$ cat src/hdl/sha_pkg.sv
// Package: SHA-256 constants, types and round helper functions.
`timescale 1ns / 1ps
package sha_pkg;

    localparam int unsigned NumRounds = 64;
    localparam int unsigned BlockBytes = 64;
    localparam int unsigned NumWords = 8;
    localparam logic [7:0] PadByte = 8'h80;
    localparam logic [5:0] LenPos = 6'd56;

    typedef logic [31:0] t_word;
    typedef logic [7:0] t_byte;

    localparam t_word RoundConst [NumRounds] = '{
        32'h428a2f98, 32'h71374491, 32'hb5c0fbcf, 32'he9b5dba5,
        32'h3956c25b, 32'h59f111f1, 32'h923f82a4, 32'hab1c5ed5,
        32'hd807aa98, 32'h12835b01, 32'h243185be, 32'h550c7dc3,
        32'h72be5d74, 32'h80deb1fe, 32'h9bdc06a7, 32'hc19bf174,
        32'he49b69c1, 32'hefbe4786, 32'h0fc19dc6, 32'h240ca1cc,
        32'h2de92c6f, 32'h4a7484aa, 32'h5cb0a9dc, 32'h76f988da,
        32'h983e5152, 32'ha831c66d, 32'hb00327c8, 32'hbf597fc7,
        32'hc6e00bf3, 32'hd5a79147, 32'h06ca6351, 32'h14292967,
        32'h27b70a85, 32'h2e1b2138, 32'h4d2c6dfc, 32'h53380d13,
        32'h650a7354, 32'h766a0abb, 32'h81c2c92e, 32'h92722c85,
        32'ha2bfe8a1, 32'ha81a664b, 32'hc24b8b70, 32'hc76c51a3,
        32'hd192e819, 32'hd6990624, 32'hf40e3585, 32'h106aa070,
        32'h19a4c116, 32'h1e376c08, 32'h2748774c, 32'h34b0bcb5,
        32'h391c0cb3, 32'h4ed8aa4a, 32'h5b9cca4f, 32'h682e6ff3,
        32'h748f82ee, 32'h78a5636f, 32'h84c87814, 32'h8cc70208,
        32'h90befffa, 32'ha4506ceb, 32'hbef9a3f7, 32'hc67178f2
    };

    localparam t_word InitHash [NumWords] = '{
        32'h6a09e667, 32'hbb67ae85, 32'h3c6ef372, 32'ha54ff53a,
        32'h510e527f, 32'h9b05688c, 32'h1f83d9ab, 32'h5be0cd19
    };

    typedef struct packed {
        logic start;
        logic busy;
        logic done;
    } t_core_ctl;

    function automatic t_word rotr(input t_word x, input int unsigned n);
        rotr = (x >> n) | (x << (32 - n));
    endfunction

    function automatic t_word ssig0(input t_word x);
        ssig0 = rotr(x, 7) ^ rotr(x, 18) ^ (x >> 3);
    endfunction

    function automatic t_word ssig1(input t_word x);
        ssig1 = rotr(x, 17) ^ rotr(x, 19) ^ (x >> 10);
    endfunction

    function automatic t_word bsig0(input t_word x);
        bsig0 = rotr(x, 2) ^ rotr(x, 13) ^ rotr(x, 22);
    endfunction

    function automatic t_word bsig1(input t_word x);
        bsig1 = rotr(x, 6) ^ rotr(x, 11) ^ rotr(x, 25);
    endfunction

endpackage

$ cat src/hdl/sha_if.sv
// Interfaces: valid/ready channels for input bytes and digest words.
`timescale 1ns / 1ps
interface sha_in_if;
    logic       valid;
    logic       ready;
    logic [7:0] data_byte;
    logic       byte_present;
    logic       end_of_message;
    modport source (output valid, data_byte, byte_present, end_of_message, input ready);
    modport sink (input valid, data_byte, byte_present, end_of_message, output ready);
endinterface

interface sha_out_if;
    logic        valid;
    logic        ready;
    logic [31:0] digest_word;
    logic [2:0]  word_index;
    logic        last_word;
    modport source (output valid, digest_word, word_index, last_word, input ready);
    modport sink (input valid, digest_word, word_index, last_word, output ready);
endinterface

$ cat src/hdl/sha_core.sv
// SHA-256 compression core: one round per cycle, rolling 16-word schedule.
`timescale 1ns / 1ps
module sha_core (
    input  logic                i_clk,
    input  logic                i_rst_n,
    input  sha_pkg::t_core_ctl  i_ctl,
    input  sha_pkg::t_word      i_chain [sha_pkg::NumWords],
    input  sha_pkg::t_word      i_block [16],
    output sha_pkg::t_core_ctl  o_ctl,
    output sha_pkg::t_word      o_chain [sha_pkg::NumWords]
);
    sha_pkg::t_word r_v [8];
    sha_pkg::t_word r_w [16];
    logic [5:0]     r_round;
    logic           r_busy;
    logic           r_done;
    sha_pkg::t_word t1, t2, wn, e, a;

    always_comb begin
        e  = r_v[4];
        a  = r_v[0];
        t1 = r_v[7] + sha_pkg::bsig1(e) + ((e & r_v[5]) ^ (~e & r_v[6]))
             + sha_pkg::RoundConst[r_round] + r_w[0];
        t2 = sha_pkg::bsig0(a) + ((a & r_v[1]) ^ (a & r_v[2]) ^ (r_v[1] & r_v[2]));
        wn = sha_pkg::ssig1(r_w[14]) + r_w[9] + sha_pkg::ssig0(r_w[1]) + r_w[0];
    end

    always_ff @(posedge i_clk) begin
        if (!i_rst_n) begin
            r_busy  <= 1'b0;
            r_done  <= 1'b0;
            r_round <= '0;
        end else begin
            r_done <= 1'b0;
            if (i_ctl.start && !r_busy) begin
                r_busy  <= 1'b1;
                r_round <= '0;
            end else if (r_busy) begin
                r_round <= r_round + 6'd1;
                if (r_round == 6'd63) begin
                    r_busy <= 1'b0;
                    r_done <= 1'b1;
                end
            end
        end
    end

    always_ff @(posedge i_clk) begin
        if (i_ctl.start && !r_busy) begin
            for (int i = 0; i < 8; i++) r_v[i] <= i_chain[i];
            for (int i = 0; i < 16; i++) r_w[i] <= i_block[i];
        end else if (r_busy) begin
            r_v[7] <= r_v[6]; r_v[6] <= r_v[5]; r_v[5] <= r_v[4];
            r_v[4] <= r_v[3] + t1;
            r_v[3] <= r_v[2]; r_v[2] <= r_v[1]; r_v[1] <= r_v[0];
            r_v[0] <= t1 + t2;
            for (int i = 0; i < 15; i++) r_w[i] <= r_w[i+1];
            r_w[15] <= wn;
        end
    end

    always_comb begin
        for (int i = 0; i < 8; i++) o_chain[i] = r_v[i];
        o_ctl.start = 1'b0;
        o_ctl.busy  = r_busy;
        o_ctl.done  = r_done;
    end
endmodule

$ cat src/hdl/sha256_byte_stream_hasher.sv
// Top level: byte buffering, padding sequencer and digest output.
`timescale 1ns / 1ps
// SHA-256 hasher fed one byte per transaction on i_in (valid/ready).
// byte_present marks a message byte; end_of_message closes the message,
// possibly with no byte (empty message allowed).
// A byte that neither fills a block nor closes the message leaves i_in.ready
// high. A byte that fills a block drops i_in.ready through launch, 64 rounds
// and chaining update, so the next transaction waits on the single round unit
// doing one round per cycle.
// At end of message: the PAD state builds the padded block, then each padding
// block (one or two) is compressed before the first digest word is valid; a
// closing byte that filled a block has that block compressed first.
// Eight digest words then leave on o_out, word 0 first, last_word on word 7,
// one per cycle while the receiver takes them; the WAIT state then restores the
// initial hash values before i_in.ready returns.
// i_in.ready is low throughout compression and digest output.
// If the receiver stalls, the current digest word holds until taken.
// Synchronous reset loads the initial hash values and clears the byte count.
module sha256_byte_stream_hasher (
    input  logic i_clk,
    input  logic i_rst_n,
    sha_in_if.sink    i_in,
    sha_out_if.source o_out
);
    typedef enum logic [5:0] {
        ST_IDLE  = 6'b000001,
        ST_COMP  = 6'b000010,
        ST_PAD   = 6'b000100,
        ST_PCOMP = 6'b001000,
        ST_EMIT  = 6'b010000,
        ST_WAIT  = 6'b100000
    } t_state;

    t_state              r_state;
    sha_pkg::t_word      r_buf [16];
    sha_pkg::t_word      r_h [8];
    logic [60:0]         r_count;
    logic                r_final;
    logic                r_second;
    logic [2:0]          r_idx;
    sha_pkg::t_core_ctl  core_in, core_out;
    sha_pkg::t_word      core_chain [8];
    sha_pkg::t_word      n_pad [16];
    sha_pkg::t_word      pad_keep;
    sha_pkg::t_word      pad_mark;
    logic                acc;
    logic [63:0]         bits;

    assign acc  = i_in.valid && i_in.ready;
    assign bits = {r_count, 3'b000};
    assign i_in.ready = (r_state == ST_IDLE);

    always_comb begin
        core_in.start = (r_state == ST_COMP || r_state == ST_PCOMP) && !core_out.busy
                        && !core_out.done && !r_second;
        core_in.busy  = 1'b0;
        core_in.done  = 1'b0;
    end

    // padded block: bytes kept before the pad mark, zeros after, length if it fits
    always_comb begin
        unique case (r_count[1:0])
            2'd0: begin
                pad_keep = 32'h0000_0000;
                pad_mark = {sha_pkg::PadByte, 24'h0};
            end
            2'd1: begin
                pad_keep = 32'hff00_0000;
                pad_mark = {8'h0, sha_pkg::PadByte, 16'h0};
            end
            2'd2: begin
                pad_keep = 32'hffff_0000;
                pad_mark = {16'h0, sha_pkg::PadByte, 8'h0};
            end
            2'd3: begin
                pad_keep = 32'hffff_ff00;
                pad_mark = {24'h0, sha_pkg::PadByte};
            end
        endcase
        for (int i = 0; i < 16; i++) begin
            if (i < int'(r_count[5:2])) n_pad[i] = r_buf[i];
            else if (i == int'(r_count[5:2])) n_pad[i] = (r_buf[i] & pad_keep) | pad_mark;
            else n_pad[i] = '0;
        end
        if (r_count[5:0] < sha_pkg::LenPos) begin
            n_pad[14] = bits[63:32];
            n_pad[15] = bits[31:0];
        end
    end

    sha_core u_core (
        .i_clk (i_clk), .i_rst_n (i_rst_n), .i_ctl (core_in), .i_chain (r_h),
        .i_block (r_buf), .o_ctl (core_out), .o_chain (core_chain)
    );

    // r_second marks that compression has been launched in the current state
    always_ff @(posedge i_clk) begin
        if (!i_rst_n) begin
            r_state  <= ST_IDLE;
            r_count  <= '0;
            r_final  <= 1'b0;
            r_second <= 1'b0;
            r_idx    <= '0;
            for (int i = 0; i < 8; i++) r_h[i] <= sha_pkg::InitHash[i];
        end else begin
            if (core_in.start) r_second <= 1'b1;
            unique case (r_state)
                ST_IDLE: if (acc) begin
                    if (i_in.byte_present) begin
                        unique case (r_count[1:0])
                            2'd0: r_buf[r_count[5:2]][31:24] <= i_in.data_byte;
                            2'd1: r_buf[r_count[5:2]][23:16] <= i_in.data_byte;
                            2'd2: r_buf[r_count[5:2]][15:8]  <= i_in.data_byte;
                            2'd3: r_buf[r_count[5:2]][7:0]   <= i_in.data_byte;
                        endcase
                        r_count <= r_count + 61'd1;
                    end
                    r_final <= i_in.end_of_message;
                    if (i_in.byte_present && r_count[5:0] == 6'd63) r_state <= ST_COMP;
                    else if (i_in.end_of_message) r_state <= ST_PAD;
                end
                ST_COMP: if (core_out.done) begin
                    for (int i = 0; i < 8; i++) r_h[i] <= r_h[i] + core_chain[i];
                    r_second <= 1'b0;
                    r_state  <= r_final ? ST_PAD : ST_IDLE;
                end
                ST_PAD: begin
                    for (int i = 0; i < 16; i++) r_buf[i] <= n_pad[i];
                    r_final <= (r_count[5:0] >= sha_pkg::LenPos);
                    r_state <= ST_PCOMP;
                end
                ST_PCOMP: if (core_out.done) begin
                    for (int i = 0; i < 8; i++) r_h[i] <= r_h[i] + core_chain[i];
                    r_second <= 1'b0;
                    if (r_final) begin
                        for (int i = 0; i < 14; i++) r_buf[i] <= '0;
                        r_buf[14] <= bits[63:32];
                        r_buf[15] <= bits[31:0];
                        r_final   <= 1'b0;
                    end else begin
                        r_idx   <= '0;
                        r_state <= ST_EMIT;
                    end
                end
                ST_EMIT: if (o_out.ready) begin
                    r_idx <= r_idx + 3'd1;
                    if (r_idx == 3'd7) r_state <= ST_WAIT;
                end
                ST_WAIT: begin
                    for (int i = 0; i < 8; i++) r_h[i] <= sha_pkg::InitHash[i];
                    r_count <= '0;
                    r_state <= ST_IDLE;
                end
                default: r_state <= ST_IDLE;
            endcase
        end
    end

    assign o_out.valid       = (r_state == ST_EMIT);
    assign o_out.digest_word = r_h[r_idx];
    assign o_out.word_index  = r_idx;
    assign o_out.last_word   = (r_idx == 3'd7);

    a_no_accept_busy: assert property (@(posedge i_clk) disable iff (!i_rst_n)
        core_out.busy |-> !i_in.ready) else $error("input taken during compression");
    a_last_leaves: assert property (@(posedge i_clk) disable iff (!i_rst_n)
        (o_out.valid && o_out.ready && o_out.last_word) |=> r_state == ST_WAIT)
        else $error("digest did not end after last word");
    a_done_state: assert property (@(posedge i_clk) disable iff (!i_rst_n)
        core_out.done |-> (r_state == ST_COMP || r_state == ST_PCOMP))
        else $error("compression finished outside a compress state");
endmodule
$ cat src/flat_wrapper.sv
// flat-port wrapper written by rule: the top's interface ports become plain ports
module sha256_byte_stream_hasher_flat 
  (i_clk, i_rst_n, i_in_valid, i_in_data_byte, i_in_byte_present, i_in_end_of_message, i_in_ready, o_out_valid, o_out_digest_word, o_out_word_index, o_out_last_word, o_out_ready);
  sha_in_if i_in_i ();
  sha_out_if o_out_i ();
  input  logic i_clk;
  input  logic i_rst_n;
  input wire logic [$bits(i_in_i.valid)-1:0] i_in_valid;
  input wire logic [$bits(i_in_i.data_byte)-1:0] i_in_data_byte;
  input wire logic [$bits(i_in_i.byte_present)-1:0] i_in_byte_present;
  input wire logic [$bits(i_in_i.end_of_message)-1:0] i_in_end_of_message;
  output wire logic [$bits(i_in_i.ready)-1:0] i_in_ready;
  output wire logic [$bits(o_out_i.valid)-1:0] o_out_valid;
  output wire logic [$bits(o_out_i.digest_word)-1:0] o_out_digest_word;
  output wire logic [$bits(o_out_i.word_index)-1:0] o_out_word_index;
  output wire logic [$bits(o_out_i.last_word)-1:0] o_out_last_word;
  input wire logic [$bits(o_out_i.ready)-1:0] o_out_ready;
  assign i_in_i.valid = i_in_valid;
  assign i_in_i.data_byte = i_in_data_byte;
  assign i_in_i.byte_present = i_in_byte_present;
  assign i_in_i.end_of_message = i_in_end_of_message;
  assign i_in_ready = i_in_i.ready;
  assign o_out_valid = o_out_i.valid;
  assign o_out_digest_word = o_out_i.digest_word;
  assign o_out_word_index = o_out_i.word_index;
  assign o_out_last_word = o_out_i.last_word;
  assign o_out_i.ready = o_out_ready;
  sha256_byte_stream_hasher u_core (.i_clk(i_clk), .i_rst_n(i_rst_n), .i_in(i_in_i), .o_out(o_out_i));
endmodule
$ cat config.mk
export PLATFORM = sky130hd
export DESIGN_NAME = sha256_byte_stream_hasher_flat
export DESIGN_NICKNAME = d
export VERILOG_FILES = /design/src/hdl/sha_pkg.sv /design/src/hdl/sha_if.sv /design/src/hdl/sha_core.sv /design/src/hdl/sha256_byte_stream_hasher.sv /design/src/flat_wrapper.sv
export SDC_FILE = /design/constraint.sdc
export NUM_CORES = 2
export LEC_CHECK = 0
export BUFFER_PORTS_ARGS = -buffer_cell sky130_fd_sc_hd__buf_2
export CORE_UTILIZATION = 30
export DETAILED_ROUTE_END_ITERATION = 10
export MAX_ROUTING_LAYER = met4
export SLEW_MARGIN = 20
export SYNTH_ARGS = -nofsm -noshare
export SYNTH_HDL_FRONTEND = slang
export SYNTH_SLANG_ARGS = --single-unit
$ cat constraint.sdc
create_clock -name i_clk -period 25.6 [get_ports i_clk]
set_input_delay 3.84 -clock i_clk [delete_from_list [all_inputs] [get_ports i_clk]]
set_output_delay 3.84 -clock i_clk [all_outputs]
set_load 0.01 [all_outputs]
# Word level (Yosys, flattened, before mapping)
# Memories as Yosys holds them, arrays and structs flattened.
# Index checks and enable logic that the tools add are counted.
[classes] n_addsub=21 magnitude_cmp=21 eq_ne=52 mux=115 bitwise=88 n_reduce_logical=41
[ops] cell="bitwise mux 512 bit" n=4
[ops] cell="2-to-1 mux 512 bit" n=4
[ops] cell="one-hot mux 512 bit (4 select lines)" n=1
[ops] cell="2-to-1 mux 32 bit" n=60
[ops] cell="one-hot mux 512 bit (3 select lines)" n=1
[ops] cell="AND 32 bit" n=21
[ops] cell="adder 32 bit" n=18
[ops] cell="demux 32 bit (select 4 bit)" n=4
[ops] cell="OR 32 bit" n=16
[ops] cell="one-hot mux 256 bit (2 select lines)" n=1
[ops] cell="bitwise XOR 32 bit" n=9
[ops] cell="2-to-1 mux 256 bit" n=1
[ops] cell="one-hot mux 32 bit (4 select lines)" n=2
[ops] cell="2-to-1 mux 61 bit" n=2
[ops] cell="one-hot mux 61 bit (2 select lines)" n=1
[ops] cell="AND reduction 7 bit" n=16
[ops] cell="binary-select mux 32 bit (select 3 bit)" n=1
[ops] cell="2-to-1 mux 64 bit" n=1
[ops] cell="adder 61 x 1 -> 61 bit (second input constant)" n=1
[ops] cell="2-to-1 mux 6 bit" n=8
[ops] cell="!= test 2 bit (second input constant)" n=19
[ops] cell="equality test 4 bit (first input constant)" n=8
[ops] cell="NOT 32 bit" n=1
[ops] cell="OR 10 x 32 -> 32 bit" n=1
[ops] cell="63 further kinds" n=137
[totals] ff_bits=848 mem_bits_rw=768 romBits=2048 inputBits=14 output_inout_bits=38 n_memories=3
[memory_table] name="(name not given)" depth=64 word_bits=32 read_ports=1 rd_ports_with_merged_regs=0 write_ports=0 line_no="sha_core.sv:23" rtl="+ sha_pkg::RoundConst[r_round] + r_w[0];"
[memory_table] name="u_core.u_core.r_w" depth=16 word_bits=32 read_ports=16 rd_ports_with_merged_regs=0 write_ports=16 line_no="sha_core.sv:13" rtl="sha_pkg::t_word r_w [16];"
[memory_table] name="u_core.u_core.r_v" depth=8 word_bits=32 read_ports=8 rd_ports_with_merged_regs=0 write_ports=8 line_no="sha_core.sv:12" rtl="sha_pkg::t_word r_v [8];"

# Logic depth before layout (Yosys ltp)
[logic_depth] depth_word=10 ltp_mapped=42 mapped_depth_nobuf=40

# By module
# From an unflattened synthesis, not the netlist that was laid out.
[unflattened] cells_unflattened=9943 area_unflattened_um2=100541.4
[modules_own_cells] mod="sha256_byte_stream_hasher" n_inst=1 cells_each=5758 area_each_um2=51720.9 seq_area_each_um2=21941.0
[modules_own_cells] mod="sha_core" n_inst=1 cells_each=4185 area_each_um2=48820.6 seq_area_each_um2=23222.3

# Worst setup path before layout
# No wires, ideal clock.
[synth_path] kind="register to register" startpoint="register u_core.r_state[4]" endpoint="memory u_core.u_core.r_v[0][0] (netlist bit) (enable)" t_arrival_ps=14140 required_time_ps=20242 slack_ps=6102 stages_incl_launch_ff=9 n_path_buf=4 period_less_slack_ps=19498 cell_sequence="dfxtp_1 -> clkbuf_1 -> or4_1 -> clkbuf_1 -> nor2_1 -> nand2_1 -> clkbuf_1 -> buf_1 -> nand2_1"
[synth_lines] item="start, declared" line_no="sha256_byte_stream_hasher.sv:34" rtl="t_state r_state;"
[synth_lines] item="start signal, assigned" line_no="sha256_byte_stream_hasher.sv:125" rtl="r_state <= r_final ? ST_PAD : ST_IDLE;"
[synth_lines] item="end, declared" line_no="sha_core.sv:12"

==> impl_metrics.tcl <==
set metrics [dict create \
    status "finished, final reports clean" \
    fmaxAchievable_mhz 89.9 \
    path_max_fanout 20 \
    rsz0062_at_grt "false" \
    cts.sinks 1616 \
    clock_latency_ns 0.92 \
    worstPathArrival_ns 11.71 \
    synthSimpleGateAreaFrac_pct 11.8 \
    io_pins 52 \
    die_x_um 575 \
    grt_max_degree 202 \
    placed_area_um2 104000 \
    end_kind "flip-flop" \
    multiInputGateArea_um2 50200 \
    die_h_um 575 \
    crit_required_ns 26.19 \
    synth.avg_cell_area_um2 10.5 \
    io_buffers 51 \
    synthCells 9422 \
    fin_worst_skew_ns 0.0979 \
    dp_hpwl_mm 243 \
    synth_compound_area_share_pct 15.7 \
    die_area_um2 331000 \
    drc 0 \
    vdd_drop_max_mv 0.0472 \
    ys.flop_type "edfxtp_1" \
    slew_viol_final 0 \
    cap_violations 0 \
    min_period_ns 11.13 \
    yosysMostFrequentCell "nand2_1" \
    synth_top_family_by_area "compound AO/OA/AOI/OAI gates" \
    via_count 76108 \
    finalPower_uw 6850 \
    viasPerCell 5.53 \
    synth_largest_area_cell "edfxtp_1" \
    gr-total-overflow 0 \
    drtPass1Iterations 6 \
    cts_resized 0 \
    antenna_found_initial 18 \
    synth_top_area_share_pct 39.0 \
    min_path_type "reg -> reg" \
    grt_pass1_vias 71690 \
    tightest_slew_ns 1.27 \
    critPathKind "reg -> reg" \
    htreeDepth 4 \
    holdWs_ns 0.489 \
    synth_seq_area_share_pct 45.9 \
    synth.area.top_cells "edfxtp_1 39%, mux2_2 6.9%, dfxtp_1 6.8%" \
    clk_pin_slew_ns 0.07 \
    hold_depth 2 \
    holdBufCountCts 0 \
    grt_first_pass_wirelength_mm 496 \
    nets 9878 \
    p_leak_uw 0.0395 \
    synth_edf_count 1280 \
    worst_path_max_delay_cell "ha_1" \
    placementRows 210 \
    cts_root_buffer "clkbuf_16" \
    synth-async-reset-ratio_pct 0 \
    detail_route.wirelength_mm 341 \
    reg2reg_depth 37 \
    synth_cell_types 104 \
    tritoncts "yes" \
    timing.final.crit_share_pct 43.5 \
    post_cts_buffers 0 \
    drt_iter0_markers 8689 \
    slew_headroom_pct 14.6 \
    synthXorXnorAreaFrac_pct 5.36 \
    wl_per_cell_um 24.7 \
    report.final.setup_viol 0 \
    register_area_um2 45200 \
    path_common_cell "inv_1" \
    syn_nets 10028 \
    final_hold_viol_count 0 \
    numCtsBuffers 185 \
    yosys_register_bits 1616 \
    drive_gt1_share_pct 13.2 \
    synth_mux_area_share_pct 8.83 \
    synth_commonest_cells "1294 x nand2_1, 1280 x edfxtp_1, 618 x o21ai_0" \
    start_kind "flip-flop" \
    core_um2 327000 \
    n_fill_cell 33158 \
    synth_area_um2 98500 \
    cts_buffer_depth 4 \
    tns_ns 0 \
    area_growth_pct 10.9 \
    synth_fa_ha_area_share_pct 9.05 \
    critPathMaxStageDelay_ns 0.90 \
    utilization_pct 33.4 \
    finalWeightedCongestion 0.950 \
    initial_core_util_pct 30.1 \
    yosysWarnings 0 \
    final_design_area_no_fill_um2 109000 \
    cellPowerDensity_nw_per_um2 62.7 \
    grtUsageTotal_pct 20.5 \
    ant_nets 0 \
]
-- critical path, delay by kind of cell (launching register included) --
kind	cells	cell delay [ns]
simple gates	4	0.99
buf+inv	8	1.26
mux	1	0.27
xor+xnor	3	0.48
compound gates	13	3.82
flops	1	0.31
fa+ha+maj	8	3.67
-- placed cells by master (no fill, tap or decap), types with 35 or more instances in the layout --
cell type	instances
clkbuf_1	40
dfxtp_1	329
clkinv_2	35
xnor2_1	389
o22ai_1	47
fa_1	195
nand2_1	1286
and2_1	84
o21ai_1	38
and3_1	45
buf_4	147
o21a_1	70
a22oi_1	201
mux2_2	606
edfxtp_1	1280
ha_1	397
clkbuf_16	187
o211ai_1	94
or3_1	38
a21oi_1	472
buf_2	50
mux4_2	71
a22o_1	154
inv_1	338
a221o_1	45
a211oi_1	56
nor2b_1	59
nor2_1	604
nand3_1	212
clkinv_1	37
xor2_1	214
nand2b_1	74
nor3_1	114
o31ai_1	40
a31oi_1	54
o21ai_0	617
a21o_1	226
-- metrics by stage --
| step | std cells | worst slack, ns |
|---|---|---|
| after floorplan | 9422 | 6.10 |
| after global placement | 13431 | 14.59 |
| after detailed placement | 13431 | 14.72 |
| after CTS | 13762 | 14.63 |
| after global routing | 13770 | 13.66 |
| final | 13772 | 14.47 |
-- power by group --
group          internal [uW]  total, uW  leakage (uW)  switching [uW]
registers               2930       2980        0.0142            49.4
logic                    473       1270        0.0225             799
clock network           1440       2600       0.00279            1160
-- cell type report --
| type | instances | share of cell area [%] |
|---|---|---|
| Antenna cell | 10 | 0.0229 |
| Clock buffer | 237 | 4.55 |
| Clock inverter | 94 | 0.665 |
| Inverter | 343 | 1.18 |
| Multi-Input combinational cell | 6924 | 45.9 |
| Sequential cell | 1616 | 41.4 |
| Tap cell | 4346 | 4.98 |
| Timing Repair Buffer | 202 | 1.33 |
-- worst paths after layout --
check | start | endpoint | slack [ns]
worst max register to register | u_core.u_core.r_round[1]$_SDFFE_PP0P_ | u_core.u_core.r_v[0][31]$_DFFE_PP_ | 14.47
worst max-delay path | u_core.u_core.r_round[1]$_SDFFE_PP0P_ | u_core.u_core.r_v[0][31]$_DFFE_PP_ | 14.47
worst min-delay path | u_core.r_count[59]$_SDFFE_PN0P_ | u_core.r_count[59]$_SDFFE_PN0P_ | 0.49
worst min register to register | u_core.r_count[59]$_SDFFE_PN0P_ | u_core.r_count[59]$_SDFFE_PN0P_ | 0.49
-- routing by layer --
layer	vias to the layer above	GRT usage (%)	routed length (um)
met5	-	-	0
met4	0	7.84	14900
met3	684	3.55	29900
met2	3623	30.8	150000
met1	37649	27.5	146000
li1	34152	-	-
-- cell families (layout without fill, tap and decap cells) --
logic type | Yosys count | after routing
muxes | 704 | 704
AOI/OAI and AO/OA | 2363 | 2363
other | 0 | 10
xor gates and xnor gates | 603 | 603
adders and majority gates | 596 | 596
DFF | 1616 | 1616
and+or+nand+nor | 2658 | 2658
buffers and inverters | 882 | 876
Power figures use the tool's default switching activity.
